## config.mk

```make
export PLATFORM = sky130hd
export DESIGN_NAME = ttd_ar_mem
export DESIGN_NICKNAME = d
export VERILOG_FILES = /design/src/design/ttd_pkg.sv /design/src/design/ttd_ar_mem.sv
export SDC_FILE = /design/constraint.sdc
export NUM_CORES = 1
export LEC_CHECK = 0
export ABC_AREA = 1
export BUFFER_PORTS_ARGS = -buffer_cell sky130_fd_sc_hd__buf_2
export CAP_MARGIN = 10
export CORE_ASPECT_RATIO = 0.5
export CORE_MARGIN = 3
export CORE_UTILIZATION = 35
export CTS_CLUSTER_SIZE = 10
export DETAILED_ROUTE_END_ITERATION = 12
export PLACE_DENSITY = 0.52
export SLEW_MARGIN = 20
export SYNTH_ARGS = -nofsm -noshare
export SYNTH_HDL_FRONTEND = slang
export SYNTH_SLANG_ARGS = --single-unit
```

## constraint.sdc

```tcl
create_clock -name clk -period 1.85 [get_ports clk]
set_input_delay 0.185 -clock clk [delete_from_list [all_inputs] [get_ports clk]]
set_output_delay 0.185 -clock clk [all_outputs]
set_load 0.05 [all_outputs]
```

## src/design/ttd_pkg.sv

```systemverilog
// Shared types, constants and helpers for the tiled texture detiler.
// No dependencies; compiled first.
package ttd_pkg;

	// widths fixed by register and field definitions
	localparam int DIM_W     = 13;
	localparam int COORD_W   = 12;
	localparam int WALK_W    = 16;	// internal coordinate width before truncation
	localparam int CFG_IDX_W = 2;
	localparam int AR_DEPTH  = 16;
	localparam int AR_AW     = 4;

	// parameter defaults
	localparam int MAX_DIM_DEF   = 4096;
	localparam int PAL_DEPTH_DEF = 256;

	// request opcodes
	localparam logic [1:0] OP_START = 2'd0;
	localparam logic [1:0] OP_PAL   = 2'd1;
	localparam logic [1:0] OP_DATA  = 2'd2;

	// pixel formats
	localparam logic [1:0] FMT_CI4    = 2'd0;
	localparam logic [1:0] FMT_CI8    = 2'd1;
	localparam logic [1:0] FMT_RGBA32 = 2'd2;

	// configuration register indexes
	localparam logic [CFG_IDX_W-1:0] REG_FORMAT = 2'd0;
	localparam logic [CFG_IDX_W-1:0] REG_WIDTH  = 2'd1;
	localparam logic [CFG_IDX_W-1:0] REG_HEIGHT = 2'd2;

	// per-byte decode from the walker to the datapath
	typedef struct packed {
		logic               active;	// walk still inside the image, format known
		logic               rgba;
		logic               keep0;
		logic               keep1;
		logic [COORD_W-1:0] x0;
		logic [COORD_W-1:0] x1;
		logic [COORD_W-1:0] y0;
		logic               done0;
		logic               done1;
		logic               ar_we;
		logic               ar_hi;	// write A (high byte) rather than R
		logic [AR_AW-1:0]   ar_addr;
		logic               gh_we;	// capture green of a G,B pair
	} walk_t;

	// zero acts as 1, anything above the max acts as the max
	function automatic logic [DIM_W-1:0] clamp_dim(input logic [DIM_W-1:0] v,
			input logic [DIM_W-1:0] maxv);
		logic [DIM_W-1:0] r;
		if (v == '0) begin
			r = DIM_W'(1);
		end else if (v > maxv) begin
			r = maxv;
		end else begin
			r = v;
		end
		return r;
	endfunction

endpackage

```

## src/design/ttd_ar_mem.sv

```systemverilog
// Alpha/red buffer of one RGBA32 tile, written a byte at a time, one read port.
// Depends on ttd_pkg.
module ttd_ar_mem import ttd_pkg::*; (
	input  logic             clk,
	input  logic             we,
	input  logic             we_hi,
	input  logic [AR_AW-1:0] waddr,
	input  logic [7:0]       wdata,
	input  logic             re,
	input  logic [AR_AW-1:0] raddr,
	output logic [15:0]      rdata
);
	logic [15:0] mem [AR_DEPTH];

	// byte lanes avoid a read-modify-write
	always_ff @(posedge clk) begin
		if (we) begin
			if (we_hi) begin
				mem[waddr][15:8] <= wdata;
			end else begin
				mem[waddr][7:0] <= wdata;
			end
		end
	end

	always_ff @(posedge clk) begin
		if (re) begin
			rdata <= mem[raddr];
		end
	end
endmodule

```

# == After elaboration in Yosys (flattened, before gate mapping) ==
# Memory sizes are Yosys's and may differ from the RTL's. A register that Yosys moved wholly into a read port is not among the register bits.
# Cells that the tools add are included.
# op_classes
n_mux,6
# op_table
cell,n
$mux 1,6
# totals
n_memories,1
ff_bits,0
mem_bits_rw,256
in_bits,20
# memory_table
name,depth,word_bits,rd,rd_clocked_by_memory_dff,wr,line,text
mem,16,16,1,1,1,ttd_ar_mem.sv:13,logic [15:0] mem [AR_DEPTH];

# == Longest topological paths before layout ==
# logic_depth
ltp_word,3
mapped_depth,9
ltp_nobuf,7

# == Worst setup path before layout ==
# OpenSTA, ideal clock, no wires.
# synth_timing
kind,input to register
start,input we_hi
end,memory mem[10][0] (enable)
cell_stages,4
slack_ns,0.528
setup_ns,0.370
required_ns,1.480
arrival_time_ns,0.952
path_cell_list,inv_1 nand2_1 clkbuf_1 nor2_1
# synth_between
elab_chain_cells,3
# synth_lines
item,line,text
from (decl),ttd_ar_mem.sv:6,"input logic we_hi,"
$mux 1,ttd_ar_mem.sv:18,if (we_hi) begin
$mux 1,ttd_ar_mem.sv:17,if (we) begin
$mux 1 (not written as such),ttd_ar_mem.sv:21,mem[waddr][7:0] <= wdata;
to (decl),ttd_ar_mem.sv:13,
# No other way between the ends.

# == Worst setup path in the final report ==
# layout_timing
start,"register rdata[12], read port of mem"
end,output rdata[12]
# layout_lines
item,line,text
from (decl),ttd_ar_mem.sv:11,output logic [15:0] rdata
# No word-level cell between the ends.

==> impl_metrics.py <==
metrics = {
    "sta": {
        "fin_crit_sh_pct": 79.09,
        "setup_violations": 0,
        "timing.final.hold_violations": 0,
        "fmax_ghz": 0.6835,
        "setup_tns_ns": 0,
        "postLayoutSetupSlackWorst_ns": 0.3868,
        "fin_worst_skew_ns": 0.008425,
        "drv_slew": 0,
        "period_needed_ns": 1.463,
        "rsz0062_at_grt": "no",
        "worst_slew_pin_slew_ns": 0.7470,
        "relSlewSlack_pct": 50.20,
    },
    "power_and_ir_drop": {
        "peakVddDrop_uv": 644.3,
        "share_seq_of_total_power_pct": 53.3,
        "pwr-share-comb_pct": 7.2,
        "switching_share_pct": 22.50,
        "p_per_area_mw_per_mm2": 970.9,
        "p_leak_nw": 5.680,
        "switchingPower_w": 0.002923,
        "clkPwrFrac_pct": 39.5,
        "p_int_w": 0.01006,
    },
    "synth": {
        "synth_top_area_share_pct": 69.87,
        "synth.distinct_cells": 10,
        "ys_ff_latch": 272,
        "synthXorXnorAreaFrac_pct": 0,
        "synthTopCellsByArea": "edfxtp_1 70%, nand2_1 11%, nand3_1 8.2%",
        "synth_area_per_cell_sq_um": 10.49,
        "yosysTopAreaCell": "edfxtp_1",
        "synth_top_family_by_area": "simple AND/OR/NAND/NOR gates",
        "synth_common_cells": "356 x nand2_1, 272 x edfxtp_1, 201 x inv_1",
        "yosysSeqAreaShare_pct": 69.87,
        "synthAdderAreaFrac_pct": 0,
        "yosysMostFrequentCell": "nand2_1",
        "synth-simple-area-share_pct": 20.87,
        "synth_compound_area_share_pct": 0,
        "synth_mux_area_share_pct": 0,
        "netlist_instances": 1114,
        "async_flop_share_pct": 0,
        "ys.flop_type": "edfxtp_1",
        "synth-edff-count": 272,
        "yosysWarnings": 0,
        "synth_area_sq_mm": 0.01169,
        "syn_nets": 1134,
    },
    "layout": {
        "drive_above_1_share_pct": 10.08,
        "fillers": 3036,
        "fin_nets": 1200,
        "num_antenna_cells": 0,
        "synthToLayoutAreaGrowth_pct": 14.43,
    },
    "clocking": {
        "cts_buffers": 31,
        "cts_buffer_depth": 3,
        "root_buffer": "clkbuf_16",
        "cts_sinks": 272,
        "cts_tree": "done",
        "worstSkewPairLatency_ns": 0.55,
        "h-tree-depth": 1,
        "clk_pin_slew_ns": 0.06,
        "post-cts-setup-buffers": 0,
    },
    "run": {
        "cap_violations": 0,
    },
    "detailed_routing": {
        "via_per_inst": 4.751,
        "vias": 7659,
        "firstDrtPassIters": 5,
        "wl_per_cell_um": 17.80,
        "wl_mm": 28.70,
        "ant_nets": 0,
        "drt_iter0_markers": 731,
        "drc": 0,
    },
    "place": {
        "preCtsSetupSlack_ns": 0.1993,
        "hpwlAfterDp_mm": 16.94,
        "gp_congestion": 0.8343,
        "placement.io_buffers": 35,
    },
    "critical_path": {
        "cp_slowest_cell": "edfxtp_1",
        "arrival_ns": 1.28,
        "path_cells": "buf_2",
        "crit_fanout": 1,
        "critPathLaunchType": "flop",
        "cpPeakStageDelay_ns": 0.42,
        "critPathKind": "reg2out",
        "required_ns": 1.66,
        "crit_family": "flip-flops",
        "endpoint_kind": "output pin",
        "path_buf_inv": 1,
    },
    "worst_hold_path": {
        "hold_path_class": "in2reg",
    },
    "floorplanning": {
        "coreArea_sq_mm": 0.03229,
        "die_h_um": 135.2,
        "ios": 36,
        "rows": 46,
        "die_area_sq_mm": 0.03576,
        "start_util_pct": 36.20,
        "die_w_um": 264.5,
    },
    "global_routing": {
        "grt_antenna_before_repair": 0,
        "gr-usage-all-layers_pct": 16.29,
        "globalRouteOverflowTotal": 0,
        "grt_pass1_vias": 7310,
        "grt_max_degree": 65,
        "grt_pass1_wl_mm": 44.36,
    },
    "outcome": {
        "status": "finished clean",
    },
}
## cells by family (layout without fill, tap and decap cells)
kind of cell  after synthesis  count (layout)
buf+inv                   256             322
simple gates              586             586
flops                     272             272
## per-layer routing
metal	vias up	routed length (um)	global-route usage, %
li1	3696	-	-
met4	0	597	3.872
met5	-	0	0
met1	3744	14330	24.68
met3	45	1502	2.595
met2	174	12270	24.55
## state kept, by name (all words and copies together) (netlist names)
name,cells
mem,256
rdata,16
## cells in the final DEF (no fill, tap or decap), drive strengths merged
cell         netlist  layout
nand2            356     356
edfxtp           272     272
inv              203     204
nand3            192     192
buf               42      85
nor2              38      38
clkbuf            11      32
dlygate4sd3        0       1
## metrics by stage
step	total power [W]	instances	cell area, sq um	util [%]	hold slack, ns
after floorplan	0.007597	1114	11690	-	0.2839
after global placement	0.007984	1578	12580	38.96	0.4349
after detailed placement	0.007993	1578	12580	38.96	0.4394
after CTS	0.01310	1612	13380	41.43	0.1442
after global routing	0.01343	1612	13380	41.43	0.1487
final	0.01299	1612	13380	41.43	0.1433
## final cells by class
| type | count | area [sq um] | area share (%) |
|---|---|---|---|
| multi-input cells | 586 | 2440 | 18.24 |
| repair buffers | 86 | 675.6 | 5.051 |
| flip-flops and latches | 272 | 8168 | 61.06 |
| inverters | 203 | 764.5 | 5.715 |
| clock inverters | 1 | 8.758 | 0.06548 |
| well taps | 432 | 540.5 | 4.041 |
| clock buffers | 32 | 779.5 | 5.827 |
## repair_timing
action	in CTS	in global routing
hold buffers	1	0
gates resized for setup	0	0
hold endpoints to repair	2	0
## worst paths after layout
| path | from | end | slack (ns) | cells after the start |
|---|---|---|---|---|
| setup reg to reg | mem[1][14]$_DFFE_PP_ | rdata[14]$_DFFE_PP_ | 0.66 | 6 |
| hold / removal | re | rdata[8]$_DFFE_PP_ | 0.14 | 1 |
| hold reg to reg | mem[2][7]$_DFFE_PP_ | rdata[7]$_DFFE_PP_ | 0.73 | 6 |
| setup / recovery | rdata[12]$_DFFE_PP_ | rdata[12] | 0.39 | 1 |
## power by group through the flow
stage | sequential, W | clock (W) | combinational [W]
floorplan | 0.00715 | 0 | 0.000449
global placement | 0.00705 | 0 | 0.000932
detailed placement | 0.00705 | 0 | 0.000939
CTS | 0.00693 | 0.00523 | 0.000943
global route | 0.00693 | 0.00547 | 0.00103
finish | 0.00693 | 0.00512 | 0.000936
(Power assumes the default switching activity.)
