<file path="src/design/ttd_pkg.sv">
// Shared types, constants and helpers for the tiled texture detiler.
// No dependencies; compiled first.
package ttd_pkg;

	// widths fixed by register and field definitions
	localparam int DIM_W     = 13;
	localparam int COORD_W   = 12;
	localparam int WALK_W    = 16;	// internal coordinate width before truncation
	localparam int CFG_IDX_W = 2;
	localparam int AR_DEPTH  = 16;
	localparam int AR_AW     = 4;

	// parameter defaults
	localparam int MAX_DIM_DEF   = 4096;
	localparam int PAL_DEPTH_DEF = 256;

	// request opcodes
	localparam logic [1:0] OP_START = 2'd0;
	localparam logic [1:0] OP_PAL   = 2'd1;
	localparam logic [1:0] OP_DATA  = 2'd2;

	// pixel formats
	localparam logic [1:0] FMT_CI4    = 2'd0;
	localparam logic [1:0] FMT_CI8    = 2'd1;
	localparam logic [1:0] FMT_RGBA32 = 2'd2;

	// configuration register indexes
	localparam logic [CFG_IDX_W-1:0] REG_FORMAT = 2'd0;
	localparam logic [CFG_IDX_W-1:0] REG_WIDTH  = 2'd1;
	localparam logic [CFG_IDX_W-1:0] REG_HEIGHT = 2'd2;

	// per-byte decode from the walker to the datapath
	typedef struct packed {
		logic               active;	// walk still inside the image, format known
		logic               rgba;
		logic               keep0;
		logic               keep1;
		logic [COORD_W-1:0] x0;
		logic [COORD_W-1:0] x1;
		logic [COORD_W-1:0] y0;
		logic               done0;
		logic               done1;
		logic               ar_we;
		logic               ar_hi;	// write A (high byte) rather than R
		logic [AR_AW-1:0]   ar_addr;
		logic               gh_we;	// capture green of a G,B pair
	} walk_t;

	// zero acts as 1, anything above the max acts as the max
	function automatic logic [DIM_W-1:0] clamp_dim(input logic [DIM_W-1:0] v,
			input logic [DIM_W-1:0] maxv);
		logic [DIM_W-1:0] r;
		if (v == '0) begin
			r = DIM_W'(1);
		end else if (v > maxv) begin
			r = maxv;
		end else begin
			r = v;
		end
		return r;
	endfunction

endpackage

</file>
<file path="src/design/ttd_walk.sv">
// Tile walker: holds tile column, tile row and byte position, decodes one data byte
// into pixel positions and buffer controls. Depends on ttd_pkg.
module ttd_walk import ttd_pkg::*; #(
	parameter int MAX_DIM       = MAX_DIM_DEF,
	parameter int PALETTE_DEPTH = PAL_DEPTH_DEF
) (
	input  logic             clk,
	input  logic             arst_n,
	input  logic             start,
	input  logic             step,
	input  logic [1:0]       fmt,
	input  logic [DIM_W-1:0] width,
	input  logic [DIM_W-1:0] height,
	input  logic [7:0]       data_byte,
	output walk_t            walk
);
	logic [COORD_W-1:0] tcol_q, trow_q;
	logic [5:0]         bit_q;

	logic [DIM_W-1:0]   w, h;
	logic [WALK_W-1:0]  w16, h16, row_base, col_base, x0, x1, y0, next_base;
	logic [COORD_W-1:0] tcol_inc;
	logic [5:0]         b, n0;
	logic [2:0]         col0, row0;
	logic               is_rgba, is_ci4, is_ci8, fmt_ok, idx_ok, in0, in1, last, wrap;

	always_comb begin
		w        = clamp_dim(width, DIM_W'(MAX_DIM));
		h        = clamp_dim(height, DIM_W'(MAX_DIM));
		w16      = WALK_W'(w);
		h16      = WALK_W'(h);
		is_ci4   = (fmt == FMT_CI4);
		is_ci8   = (fmt == FMT_CI8);
		is_rgba  = (fmt == FMT_RGBA32);
		fmt_ok   = fmt inside {FMT_CI4, FMT_CI8, FMT_RGBA32};

		// tile is 8 wide for CI formats, 4 for RGBA32; 8 tall only for CI4
		row_base = is_ci4 ? {1'b0, trow_q, 3'b0} : {2'b0, trow_q, 2'b0};
		col_base = is_rgba ? {2'b0, tcol_q, 2'b0} : {1'b0, tcol_q, 3'b0};
		b        = is_rgba ? bit_q : {1'b0, bit_q[4:0]};

		if (is_ci4) begin
			n0 = {b[4:0], 1'b0};
		end else if (is_rgba) begin
			n0 = {2'b0, b[4:1]};
		end else begin
			n0 = {1'b0, b[4:0]};
		end
		col0 = is_rgba ? {1'b0, n0[1:0]} : n0[2:0];
		row0 = is_rgba ? {1'b0, n0[3:2]} : n0[5:3];

		x0     = col_base + WALK_W'(col0);
		x1     = {x0[WALK_W-1:1], 1'b1};	// second CI4 pixel, same row
		y0     = row_base + WALK_W'(row0);
		in0    = (x0 < w16) && (y0 < h16);
		in1    = (x1 < w16) && (y0 < h16);
		idx_ok = !is_ci8 || ({1'b0, data_byte} < 9'(PALETTE_DEPTH));

		last      = is_rgba ? (b == 6'd63) : (b[4:0] == 5'd31);
		tcol_inc  = tcol_q + 1'b1;
		next_base = is_rgba ? {2'b0, tcol_inc, 2'b0} : {1'b0, tcol_inc, 3'b0};
		wrap      = next_base >= w16;

		walk.active  = fmt_ok && (row_base < h16);
		walk.rgba    = is_rgba;
		walk.keep0   = in0 && idx_ok && (!is_rgba || (b[5] && b[0]));
		walk.keep1   = is_ci4 && in1;
		walk.x0      = x0[COORD_W-1:0];
		walk.x1      = x1[COORD_W-1:0];
		walk.y0      = y0[COORD_W-1:0];
		walk.done0   = (x0 == w16 - 1'b1) && (y0 == h16 - 1'b1);
		walk.done1   = (x1 == w16 - 1'b1) && (y0 == h16 - 1'b1);
		walk.ar_we   = is_rgba && !b[5];
		walk.ar_hi   = !b[0];
		walk.ar_addr = b[4:1];
		walk.gh_we   = is_rgba && b[5] && !b[0];
	end

	always_ff @(posedge clk or negedge arst_n) begin
		if (!arst_n) begin
			tcol_q <= '0;
			trow_q <= '0;
			bit_q  <= '0;
		end else if (start) begin
			tcol_q <= '0;
			trow_q <= '0;
			bit_q  <= '0;
		end else if (step && walk.active) begin
			if (last) begin
				bit_q <= '0;
				if (wrap) begin
					tcol_q <= '0;
					trow_q <= trow_q + 1'b1;
				end else begin
					tcol_q <= tcol_inc;
				end
			end else begin
				bit_q <= b + 1'b1;
			end
		end
	end
endmodule

</file>
<file path="config.mk">
export PLATFORM = sky130hd
export DESIGN_NAME = ttd_walk
export DESIGN_NICKNAME = d
export VERILOG_FILES = /design/src/design/ttd_pkg.sv /design/src/design/ttd_walk.sv
export SDC_FILE = /design/constraint.sdc
export NUM_CORES = 1
export LEC_CHECK = 0
export BUFFER_PORTS_ARGS = -buffer_cell sky130_fd_sc_hd__buf_2
export CELL_PAD_IN_SITES_DETAIL_PLACEMENT = 1
export CELL_PAD_IN_SITES_GLOBAL_PLACEMENT = 1
export CORE_UTILIZATION = 35
export DETAILED_ROUTE_END_ITERATION = 12
export HOLD_SLACK_MARGIN = 0.1
export PLACE_DENSITY = 0.68
export SYNTH_ARGS = -nofsm -noshare
export SYNTH_HDL_FRONTEND = slang
export SYNTH_SLANG_ARGS = --single-unit
</file>
<file path="constraint.sdc">
create_clock -name clk -period 7.2 [get_ports clk]
set_input_delay 0.72 -clock clk [delete_from_list [all_inputs] [get_ports clk]]
set_output_delay 0.72 -clock clk [all_outputs]
set_load 0.02 [all_outputs]
</file>
# Word level (Yosys, flattened, before mapping)
# Cells that the tools add are included.
dict set report op_classes {
  n_addsub 7
  magnitude_cmp 7
  eq_ne 7
  n_mux 24
  n_reduce_logical 25
}
# operator n
set op_table {}
lappend op_table {{two-way mux 12 bit} 8}
lappend op_table {{two-way mux 13 bit} 4}
lappend op_table {{== test 16 bit} 3}
lappend op_table {{< comparator 16 x 13 -> 1 bit} 3}
lappend op_table {{two-way mux 15 bit} 3}
lappend op_table {{adder 15 x 3 -> 16 bit} 2}
lappend op_table {{two-way mux 6 bit} 5}
lappend op_table {{subtractor 13 x 1 -> 14 bit, second input constant} 2}
lappend op_table {{greater-than comparator 13 bit, second input constant} 2}
lappend op_table {{zero test 13 bit} 2}
lappend op_table {{adder 12 x 1 -> 12 bit, second input constant} 2}
lappend op_table {{>= comparator 15 x 13 -> 1 bit} 1}
lappend op_table {{< comparator 15 x 13 -> 1 bit} 1}
lappend op_table {{logical AND 1 bit} 12}
lappend op_table {{adder 6 x 1 -> 6 bit, second input constant} 1}
lappend op_table {{== test 6 bit, second input constant} 1}
lappend op_table {{two-way mux 3 bit} 2}
lappend op_table {{nonzero test 2 bit} 3}
lappend op_table {{== test 5 bit, second input constant} 1}
lappend op_table {{two-way mux 5 bit} 1}
lappend op_table {{zero test 1 bit} 3}
lappend op_table {{AND reduction 3 bit} 1}
lappend op_table {{nonzero test 3 bit} 1}
lappend op_table {{== test 2 x 1 -> 1 bit, second input constant} 1}
lappend op_table {{5 further kinds} 5}
dict set report word_totals {
  regBits 30
  input_bits 40
  out_inout_bits 49
  elab_cells 73
}

# Longest topological paths before layout
# Gate-level depths: netlist of the first run.
dict set report depth {
  depth_word 9
  depth_mapped 17
  depth_no_buf 15
}

# Least setup slack after synthesis of the first run
# OpenSTA, ideal clock, no wires.
dict set report synth_timing {
  path_kind {input -> output}
  startpoint {in fmt[1]}
  endpoint {out walk[46] (netlist name)}
  t_arrival_ns 4.636
  t_required_ns 6.480
  setup_slack_ns 1.844
  path_stages 16
  path_buffers 2
  path_cell_list {clkbuf_1 or2_2 clkbuf_1 and2_1 ha_1 ha_1 and4_1 a211oi_1 nor3_1 ha_1 nand2_1 nor2_1 a21oi_1 and3_1 nand2_1 nor4b_1}
}
# item line_no
set synth_lines {}
lappend synth_lines {{start: declaration} ttd_walk.sv:11} ;# input logic [1:0] fmt,
lappend synth_lines {{end: declaration} ttd_walk.sv:15} ;# output walk_t walk

==> results.md, run 1 <==
- Root Driver: clkbuf_16
- IO Pins: 89
- Top routing layer in use: met5
- Starting DRC count in detailed routing: 318
- Commonest cells post-synth: nand2_1, ha_1, o21ai_0
- EDFF count, synth: 0
- First-pass GRT wire length: 30,600 um
- Routed Wire Length: 18,600 um
- Power Internal: 438 uW
- GPL Wtd Cong: 0.899
- CTS sink count: 30
- Total core area: 0.0147 mm^2
- Multi-input combinational cell area: 0.00413 mm^2
- Hold-fix buffers, CTS: 0
- Synth area leader: dfrtp_1
- Register bit total from synthesis: 30
- Asr flop ratio synth: 100%
- H-tree depth: 2
- Initial antenna violation count: 1
- Crit path max-delay family: simple AND/OR/NAND/NOR gates
- Worst vdd ir: 0.0839 mV
- Sw Ratio: 37.3%
- Worst path bufs/invs: 2
- Number of routed nets with antenna violations: 0
- Pwr dens: 119 mW/mm^2
- Skew-Pair Late Insertion Delay: 0.29 ns
- Via Count: 5,636
- Cell with the most instances after synthesis: nand2_1
- Die area: 0.0158 mm^2
- # diodes: 0
- Mapped Cells: 724
- Final setup skew: 0.0102 ns
- Grt total ovfl: 0
- Fin. max-slew vios: 0
- Top cell by count, worst path: ha_1
- Dpl cells: 929
- Critical Path RT: 6.48 ns
- Yosys warns: 0
- Residual DRC: 4
- Sequential cell area: 751 um^2
- Critical Path Source Type: primary input
- Detailed Place HPWL: 14,700 um
- Syn Std Cell Area: 0.00535 mm^2
- Setup TNS: 0 ns
- Post-CTS sizing: 0
- Worst-path fanout max: 22
- Post-CTS setup buffers: 0
- Register clock-pin slew on the reported worst setup and hold paths: 0.06 ns
- Post-synthesis sequential area ratio: 14.0%
- Fraction of layout cells with a size suffix above 1: 16.2%
- Die Ht: 126 um
- Worst hold slack: 0.499 ns
- Final period util: 77.9%
- Total CTS buffers: 5
- Yosys top cell area share: 14.0%
- Area Growth Syn to Fin: 9.45%
- Comb power frac: 36.8%
- Failing checks: design-rule violations
- Std cell rows: 44
- Rel. slew slack: 43.9%
- Top_reg_cell synth: dfrtp_1
- Sequential Power Share: 27.0%
- Clk pwr share: 36.2%
- CP max stage cell: a211oi_1
- CTS max path bufs: 2
- Die span in x: 126 um
- Post-Layout Cell Count: 936
- CTS tree: yes
- Largest net degree at the start of global routing: 35
- Vias in the first global route: 5,768
- Wire per inst: 19.9 um
- Drt pass-1 iters: 8
- RSZ-0062 raised after global routing: false
- Min cycle time layout: 5.61 ns
- P_leak: 0.00275 uW
- Actual slew at the worst max-slew pin: 0.838 ns
- Initial core utilization: 36.4%
- # nets final: 849
- Syn_area_per_cell: 7.39 um^2
- Top cells by area, synth: dfrtp_1, ha_1, nand2_1
- Worst setup EP type: primary output
- Post-synth cell types: 73
- Crit path largest cell delay: 0.67 ns
- Max-cap violations: 0
- Global-route usage over all layers: 24.1%
- IO buf count: 79
- Status: finished, violations left
- Vias/cell: 6.02
- Setup Viol. Count Final: 0
- Setup CP Type: primary input to primary output
- Min-Delay Path Class: primary input to async pin
- Final hold viol count: 0
- Met3 routed WL: 589 um
- Critical path data arrival time: 4.89 ns
- Switch Pwr: 260 uW
- Fillers: 1,871
- Met2 routed WL: 9120 um
- FF-to-FF setup slack: 2.85 ns
- WL met1: 8510 um
- Syn Nets: 821
- Max Clk Rate: 178 MHz
- Critical path cell sequence: buf_2 -> or2_2 -> and2_1 -> ha_1 -> ha_1 -> nand4_1 -> a211oi_1 -> nand3_1 -> and2_1 -> ha_1 -> nand3_1 -> nor2_1 -> a21oi_1 -> and3_1 -> nand2_1 -> nor4b_1 -> buf_2
## cells by family (layout without fill, tap and decap cells)
| logic type | Yosys count | after routing | share of synthesized area, % |
|---|---|---|---|
| buffers and inverters | 103 | 131 | 8.77 |
| other | 1 | 1 | 0.0701 |
| XOR/XNOR | 32 | 32 | 5.24 |
| multiplexers | 20 | 20 | 3.91 |
| flip-flops | 30 | 30 | 14.0 |
| adder cells (fa/ha/maj) | 57 | 57 | 13.3 |
| AO/OA/AOI/OAI | 209 | 209 | 27.2 |
| AND/OR/NAND/NOR | 272 | 272 | 27.5 |
## final timing paths
kind,from,endpoint,cells past startpoint
hold reg to reg,tcol_q[11]$_DFFE_PN0P_,tcol_q[11]$_DFFE_PN0P_,1
hold / removal,arst_n,tcol_q[0]$_DFFE_PN0P_,1
max in group asynchronous,arst_n,bit_q[5]$_DFFE_PN0P_,1
setup / recovery,fmt[1],walk[46],17
setup reg to reg,tcol_q[0]$_DFFE_PN0P_,trow_q[0]$_DFFE_PN0P_,15
min in group clk,tcol_q[11]$_DFFE_PN0P_,tcol_q[11]$_DFFE_PN0P_,1
## power groups by stage
| stage | Clock, uW | Sequential, uW | Combinational [uW] |
|---|---|---|---|
| floorplan | 0 | 184 | 184 |
| global placement | 0 | 191 | 245 |
| detailed placement | 0 | 192 | 256 |
| CTS | 257 | 189 | 258 |
| global route | 265 | 190 | 285 |
| finish | 253 | 189 | 257 |
## layer usage
layer | global-route usage (%) | vias up
met1 | 31.3 | 2774
met3 | 2.97 | 24
met4 | 6.38 | 2
met2 | 42.1 | 118
li1 | - | 2718
met5 | 0 | -
## metrics by stage
| stage | area (um^2) | setup slack [ns] | total power, uW | util, % |
|---|---|---|---|---|
| finish | 5860 | 1.59 | 699 | 39.8 |
| CTS | 5860 | 1.56 | 704 | 39.8 |
| global placement | 5690 | 1.67 | 437 | 38.7 |
| global route | 5860 | 1.27 | 740 | 39.8 |
| floorplan | 5350 | 1.84 | 367 | - |
| detailed placement | 5690 | 1.57 | 448 | 38.7 |
## worst register-to-register path, delay by kind of cell (launching register included)
family | cells | cell delay (ns)
AO/OA/AOI/OAI | 2 | 0.35
adder cells (fa/ha/maj) | 2 | 0.67
buffers and inverters | 1 | 0.11
flip-flops | 1 | 0.50
AND/OR/NAND/NOR | 9 | 2.41
multiplexers | 1 | 0.23
## registers in the layout (all words and copies together), names as in the netlist
register	cells
bit_q	6
trow_q	12
tcol_q	12
## area by class of cell
class / count / area share (%)
multi-input cells: 591 / 70.5
flip-flops and latches: 30 / 12.8
clock inverters: 1 / 0.513
repair buffers: 82 / 7.14
inverters: 42 / 2.69
clock buffers: 6 / 2.37
well taps: 184 / 3.93
## cell usage in the layout, fill, tap and decap left out, types with 6 or more instances in the layout
master / netlist / layout
a211oi_1: 13 / 13
nand4_1: 10 / 10
nor4_1: 13 / 13
ha_1: 57 / 57
nor3b_1: 8 / 8
or2_2: 8 / 8
a22o_1: 9 / 9
a21boi_0: 7 / 7
dfrtp_1: 30 / 30
and2_1: 7 / 7
a21o_1: 12 / 12
xor2_1: 15 / 15
nor2_1: 43 / 43
mux2i_1: 13 / 13
nor3_1: 23 / 23
a21oi_1: 37 / 37
or3_1: 6 / 6
xnor2_1: 17 / 17
buf_2: 3 / 79
and3_1: 9 / 9
inv_1: 41 / 41
o31ai_1: 6 / 6
a221o_1: 7 / 7
o22ai_1: 6 / 6
nor2b_1: 12 / 12
mux2_2: 7 / 7
o21a_1: 11 / 11
nand3_1: 26 / 26
o21ai_0: 49 / 49
a2111oi_0: 7 / 7
nand2b_1: 6 / 6
nand2_1: 70 / 70
No activity file was read; power rests on OpenSTA's default activity.
==> inputs of run 2 (changes only) <==
Settings changed: ABC_AREA set to 1, PLACE_DENSITY 0.68 to 0.75.
Clock period 7.2 ns to 4.7 ns, I/O delays scaled along.
==> run 2 against run 1 <==
Effect of this change:
- the run still ends with design-rule violations left
- sequential power up 63%
- combinational power is 120% higher
- register-to-register slack worse by 1.7 ns
- area after synthesis is 0.44% lower
- clock power grew 20%
- non-clock buffer count grew 10
- critical endpoint is now walk[45]
==> results.md, run 2 <==
- Top_reg_cell synth: dfrtp_1
- Actual slew at the worst max-slew pin: 0.757 ns
- Number of routed nets with antenna violations: 0
- Commonest cells after routing, fill and taps aside: nand2_1, inv_1, nor2_1
- Grt total ovfl: 0
- Post-synthesis sequential area ratio: 14.1%
- Drt pass-1 iters: 8
- Commonest cells post-synth: nand2_1, inv_1, nor2_1
- Initial antenna violation count: 0
- Skew-Pair Late Insertion Delay: 0.28 ns
- Setup CP Type: flip-flop to primary output
- Asr flop ratio synth: 100%
- Failing checks: design-rule violations
- Die Ht: 125 um
- Post-Layout Cell Count: 1,144
- Largest net degree at the start of global routing: 31
- Critical Path RT: 4.23 ns
- Root Driver: clkbuf_16
- Worst-path fanout max: 6
- Met3 routed WL: 371 um
- Max-cap violations: 0
- Vias/cell: 5.22
- Met2 routed WL: 8710 um
- Hold-fix buffers, CTS: 0
- Initial core utilization: 36.2%
- Die area: 0.0157 mm^2
- Rel. slew slack: 49.0%
- Starting DRC count in detailed routing: 235
- Critical path data arrival time: 3.58 ns
- RSZ-0062 raised after global routing: false
- Min-Delay Path Class: primary input to async pin
- IO Pins: 89
- Via Count: 5,972
- Post-CTS setup buffers: 0
- Worst setup EP type: primary output
- Wire per inst: 15.0 um
- Largest registers: tcol_q: 12 flops, trow_q: 12 flops, bit_q: 6 flops
- Final hold viol count: 0
- Yosys top cell area share: 19.7%
- CTS max path bufs: 2
- Critical Path Source Type: flip-flop
- Post-synth cell types: 44
- Register bit total from synthesis: 30
- Total core area: 0.0147 mm^2
- Final setup skew: 0.00386 ns
- Most common cell after layout, fill and taps aside: nand2_1
- Setup TNS: 0 ns
- CTS tree: yes
- Cell with the most instances after synthesis: nand2_1
- EDFF count, synth: 0
- Global-route usage over all layers: 22.7%
- Top cells by area, synth: nand2_1, dfrtp_1, ha_1
- Post-CTS sizing: 0
- Max Clk Rate: 247 MHz
- Detailed Place HPWL: 14,500 um
- Crit path max-delay family: adder cells
- Pwr dens: 200 mW/mm^2
- Residual DRC: 1
- Fraction of layout cells with a size suffix above 1: 13.5%
- Critical path cell sequence: inv_1 -> nor2_1 -> ha_1 -> ha_1 -> nand2_2 -> nor2_4 -> nand2_1 -> nand2_1 -> inv_1 -> ha_1 -> nand2_1 -> o21ai_0 -> a21oi_1 -> o221ai_1 -> nand2_1 -> nand2_1 -> a211oi_1 -> buf_2
- # nets final: 1,057
- # diodes: 0
- Vias in the first global route: 5,837
- Mapped Cells: 902
- P_leak: 0.00316 uW
- CP max stage cell: dfrtp_1
- Dpl cells: 1,137
- Final period util: 86.1%
- Top routing layer in use: met4
- Syn_area_per_cell: 5.91 um^2
- Area Growth Syn to Fin: 11.2%
- IO buf count: 79
- First-pass GRT wire length: 28,900 um
- CTS sink count: 30
- Register clock-pin slew on the reported worst setup and hold paths: 0.05 ns
- Worst vdd ir: 0.113 mV
- GPL Wtd Cong: 0.834
- Fin. max-slew vios: 0
- Top cell by count, worst path: nand2_1
- Std cell rows: 44
- Syn Nets: 999
- H-tree depth: 2
- Total CTS buffers: 5
- Crit path largest cell delay: 0.46 ns
- Synth area leader: nand2_1
- Min cycle time layout: 4.05 ns
- Worst path bufs/invs: 3
- Status: finished, violations left
- Yosys warns: 0
- Setup Viol. Count Final: 0
- WL met1: 7990 um
- Routed Wire Length: 17,200 um
- Die span in x: 125 um
- Syn Std Cell Area: 0.00533 mm^2
[run 2: changes by cell type after synthesis, sizes merged, moves of 12 or more]
cell    before  now
nand2       71  291
inv         42  107
o21ai       49   83
nand3       26   68
nor4        13    0
nor2        44   98
clkbuf      34    7
nor2b       12    0
nand4       11   25
a21o        12    0
mux2i       13    0
[run 2: final cells by class]
| cell class | instances | area, um^2 |
|---|---|---|
| Inverter | 109 | 409 |
| Multi-Input combinational cell | 722 | 3910 |
| Tap cell | 184 | 230 |
| Timing Repair Buffer | 92 | 493 |
| Fill cell | 2066 | 8780 |
| Sequential cell | 30 | 751 |
| Clock buffer | 7 | 133 |
[run 2: layer usage]
metal  vias to the layer above  track usage (%)
met5                         -                0
met4                         0             2.80
met3                        10             2.52
met2                        76             41.9
met1                      2843             28.9
li1                       3043                -
[run 2: cell families after synthesis]
group	count (synthesis)	synth area share, %
other cells	1	0.0704
xor+xnor	28	4.60
fa+ha+maj	57	13.4
flops	30	14.1
compound gates	134	15.0
simple gates	502	40.2
buf+inv	150	12.6
[run 2: metrics by stage]
step / utilization, % / setup slack (ns) / area (um^2) / hold WS, ns / power (uW)
2_1_floorplan: - / 1.03 / 5330 / 0.174 / 727
3_3_place_gp: 39.4 / 0.715 / 5790 / 0.458 / 873
3_5_place_dp: 39.4 / 0.655 / 5790 / 0.465 / 890
4_1_cts: 40.3 / 0.644 / 5920 / 0.285 / 1200
5_1_grt: 40.3 / 0.265 / 5920 / 0.325 / 1290
6_report: 40.3 / 0.653 / 5920 / 0.260 / 1190
[run 2: power by group]
group	leakage (uW)	internal, uW	total, uW	switching [uW]
clock network	0.0000640	193	303	110
logic	0.00269	194	576	382
registers	0.000412	276	308	31.1
[run 2: worst register-to-register path, cell delays in order, from the launching register on]
cell and delay [ns]:
dfrtp_1 0.44, ha_1 0.24, nand4_1 0.15, nor2_1 0.22, inv_1 0.10, o21ai_0 0.41
o21ai_0 0.16, ha_1 0.37, nand2_1 0.08, nor2_1 0.05, a211oi_1 0.19, o211ai_1 0.12
inv_1 0.09, nand3_1 0.36, nor2_1 0.24, nand2_1 0.06, o21ai_0 0.18
[run 2: final timing paths]
kind | from | end | slack [ns] | depth (start not counted)
max | trow_q[0]$_DFFE_PN0P_ | walk[45] | 0.65 | 18
min | arst_n | tcol_q[0]$_DFFE_PN0P_ | 0.26 | 1
max reg2reg | tcol_q[0]$_DFFE_PN0P_ | tcol_q[8]$_DFFE_PN0P_ | 1.15 | 16
min reg2reg | trow_q[11]$_DFFE_PN0P_ | trow_q[11]$_DFFE_PN0P_ | 0.48 | 2
max in group asynchronous | arst_n | trow_q[1]$_DFFE_PN0P_ | 3.97 | 1
min in group clk | trow_q[11]$_DFFE_PN0P_ | trow_q[11]$_DFFE_PN0P_ | 0.48 | 2
==> inputs of run 3 (changes only) <==
Settings changed: CAP_MARGIN set to 30, CORE_ASPECT_RATIO set to 1.75, GPL_ROUTABILITY_DRIVEN set to 0.
==> run 3 against run 2 <==
Effect of this change:
- hold slack about the same
- register-to-register slack worse by 0.37 ns
- critical endpoint is now walk[46]
- global-route usage up 2.6 points
- final cell count about the same
- the run now ends clean
- first-iteration DRC count down 27%
- wire length up 11%
- clock power up 45%
- largest cell class unchanged
- critical path depth down 1
- core utilization up 0.11 points
==> results.md, run 3 (same netlist as run 2, synthesis figures left out) <==
- Starting DRC count in detailed routing: 171
- Register clock-pin slew on the reported worst setup and hold paths: 0.05 ns
- Vias/cell: 5.39
- Largest net degree at the start of global routing: 31
- Post-CTS sizing: 0
- Drt pass-1 iters: 4
- Number of routed nets with antenna violations: 0
- Final hold viol count: 0
- Final period util: 86.5%
- Critical path data arrival time: 3.59 ns
- Setup TNS: 0 ns
- Routed Wire Length: 19,100 um
- CTS sink count: 30
- Hold-fix buffers, CTS: 0
- Detailed Place HPWL: 16,000 um
- Std cell rows: 59
- P_leak: 0.00320 uW
- Vias in the first global route: 6,239
- Most common cell after layout, fill and taps aside: nand2_1
- RSZ-0062 raised after global routing: false
- Grt total ovfl: 0
- H-tree depth: 2
- Max Clk Rate: 246 MHz
- Final setup skew: 0.00499 ns
- CTS max path bufs: 2
- Largest registers: tcol_q: 12 flops, trow_q: 12 flops, bit_q: 6 flops
- Worst setup EP type: primary output
- Die area: 0.0157 mm^2
- Wire per inst: 16.7 um
- Reg2reg path depth: 17
- Min cycle time layout: 4.06 ns
- IO buf count: 79
- Pwr dens: 224 mW/mm^2
- Tot Pwr: 1340 uW
- Critical Path RT: 4.23 ns
- Rel. slew slack: 47.9%
- Worst vdd ir: 0.157 mV
- # diodes: 0
- Initial core utilization: 35.9%
- IO Pins: 89
- # nets final: 1,058
- Setup CP Type: primary input to primary output
- Initial antenna violation count: 0
- First-pass GRT wire length: 30,500 um
- Worst-path fanout max: 11
- Die Ht: 165 um
- Die span in x: 95.3 um
- Residual DRC: 0
- Post-CTS setup buffers: 0
- Skew-Pair Late Insertion Delay: 0.28 ns
- Fin. max-slew vios: 0
- Critical Path Source Type: primary input
- Fraction of layout cells with a size suffix above 1: 13.9%
- Actual slew at the worst max-slew pin: 0.773 ns
- Global-route usage over all layers: 25.3%
- Setup Viol. Count Final: 0
- Commonest cells after routing, fill and taps aside: nand2_1, inv_1, nor2_1
- Total core area: 0.0148 mm^2
- Area Growth Syn to Fin: 12.5%
- Max-cap violations: 0
- Root Driver: clkbuf_16
- CTS tree: yes
- Min-Delay Path Class: primary input to async pin
- Total CTS buffers: 5
- Via Count: 6,170
- Status: finished clean
## run 3: cell count changes in the layout (fill, tap and decap cells not counted), sizes merged
cell,previous run,this run
buf,92,93
clkbuf,7,6
bufinv,0,2
## run 3: path summary, 6_finish.rpt
| path | start | endpoint | slack, ns |
|---|---|---|---|
| worst min register to register | trow_q[11]$_DFFE_PN0P_ | trow_q[11]$_DFFE_PN0P_ | 0.47 |
| worst max register to register | tcol_q[0]$_DFFE_PN0P_ | trow_q[8]$_DFFE_PN0P_ | 0.78 |
| worst max-delay path | fmt[0] | walk[46] | 0.64 |
| max in group asynchronous | arst_n | trow_q[10]$_DFFE_PN0P_ | 3.97 |
| worst min-delay path | arst_n | tcol_q[0]$_DFFE_PN0P_ | 0.26 |
| min in group clk | trow_q[11]$_DFFE_PN0P_ | trow_q[11]$_DFFE_PN0P_ | 0.47 |
## run 3: critical path: stages
cell,delay (ns)
buf_2,0.14
nor2_2,0.38
nor2_1,0.14
ha_1,0.29
ha_1,0.27
or2_2,0.31
nand2_1,0.08
inv_1,0.08
ha_1,0.19
a21oi_1,0.15
o21ai_0,0.09
a21oi_1,0.20
o221ai_1,0.14
nand2_1,0.08
nand2_1,0.11
a211oi_1,0.25
buf_2,0.22
## run 3: area by class of cell
type | instances | area [um^2]
clock buffer | 6 | 139
inverter | 109 | 409
timing repair buffer | 93 | 500
clock inverter | 2 | 60.1
fill | 2110 | 8840
multi-input combinational | 722 | 3910
tap | 183 | 229
sequential | 30 | 751
## run 3: report_power, final
| part | switching (uW) | total (uW) | internal [uW] |
|---|---|---|---|
| logic | 396 | 593 | 197 |
| registers | 33.1 | 309 | 276 |
| clock network | 122 | 440 | 318 |
| total | 551 | 1340 | 791 |
## run 3: routing by layer
metal	GRT usage, %	share of wire (%)	vias to the layer above
met1	24.6	36	2917
met3	2.38	2.6	71
li1	-	-	3043
met5	0	0	-
met2	49.4	55	139
met4	15.4	6.6	0
## run 3: through the flow
step / hold slack (ns) / setup WS [ns] / area (um^2) / utilization, % / cells
floorplan: 0.174 / 1.03 / 5330 / - / 902
global placement: 0.456 / 0.719 / 5800 / 39.1 / 1137
detailed placement: 0.464 / 0.658 / 5800 / 39.1 / 1137
CTS: 0.282 / 0.653 / 5990 / 40.4 / 1145
global route: 0.309 / 0.380 / 5990 / 40.4 / 1145
finish: 0.260 / 0.635 / 5990 / 40.4 / 1145
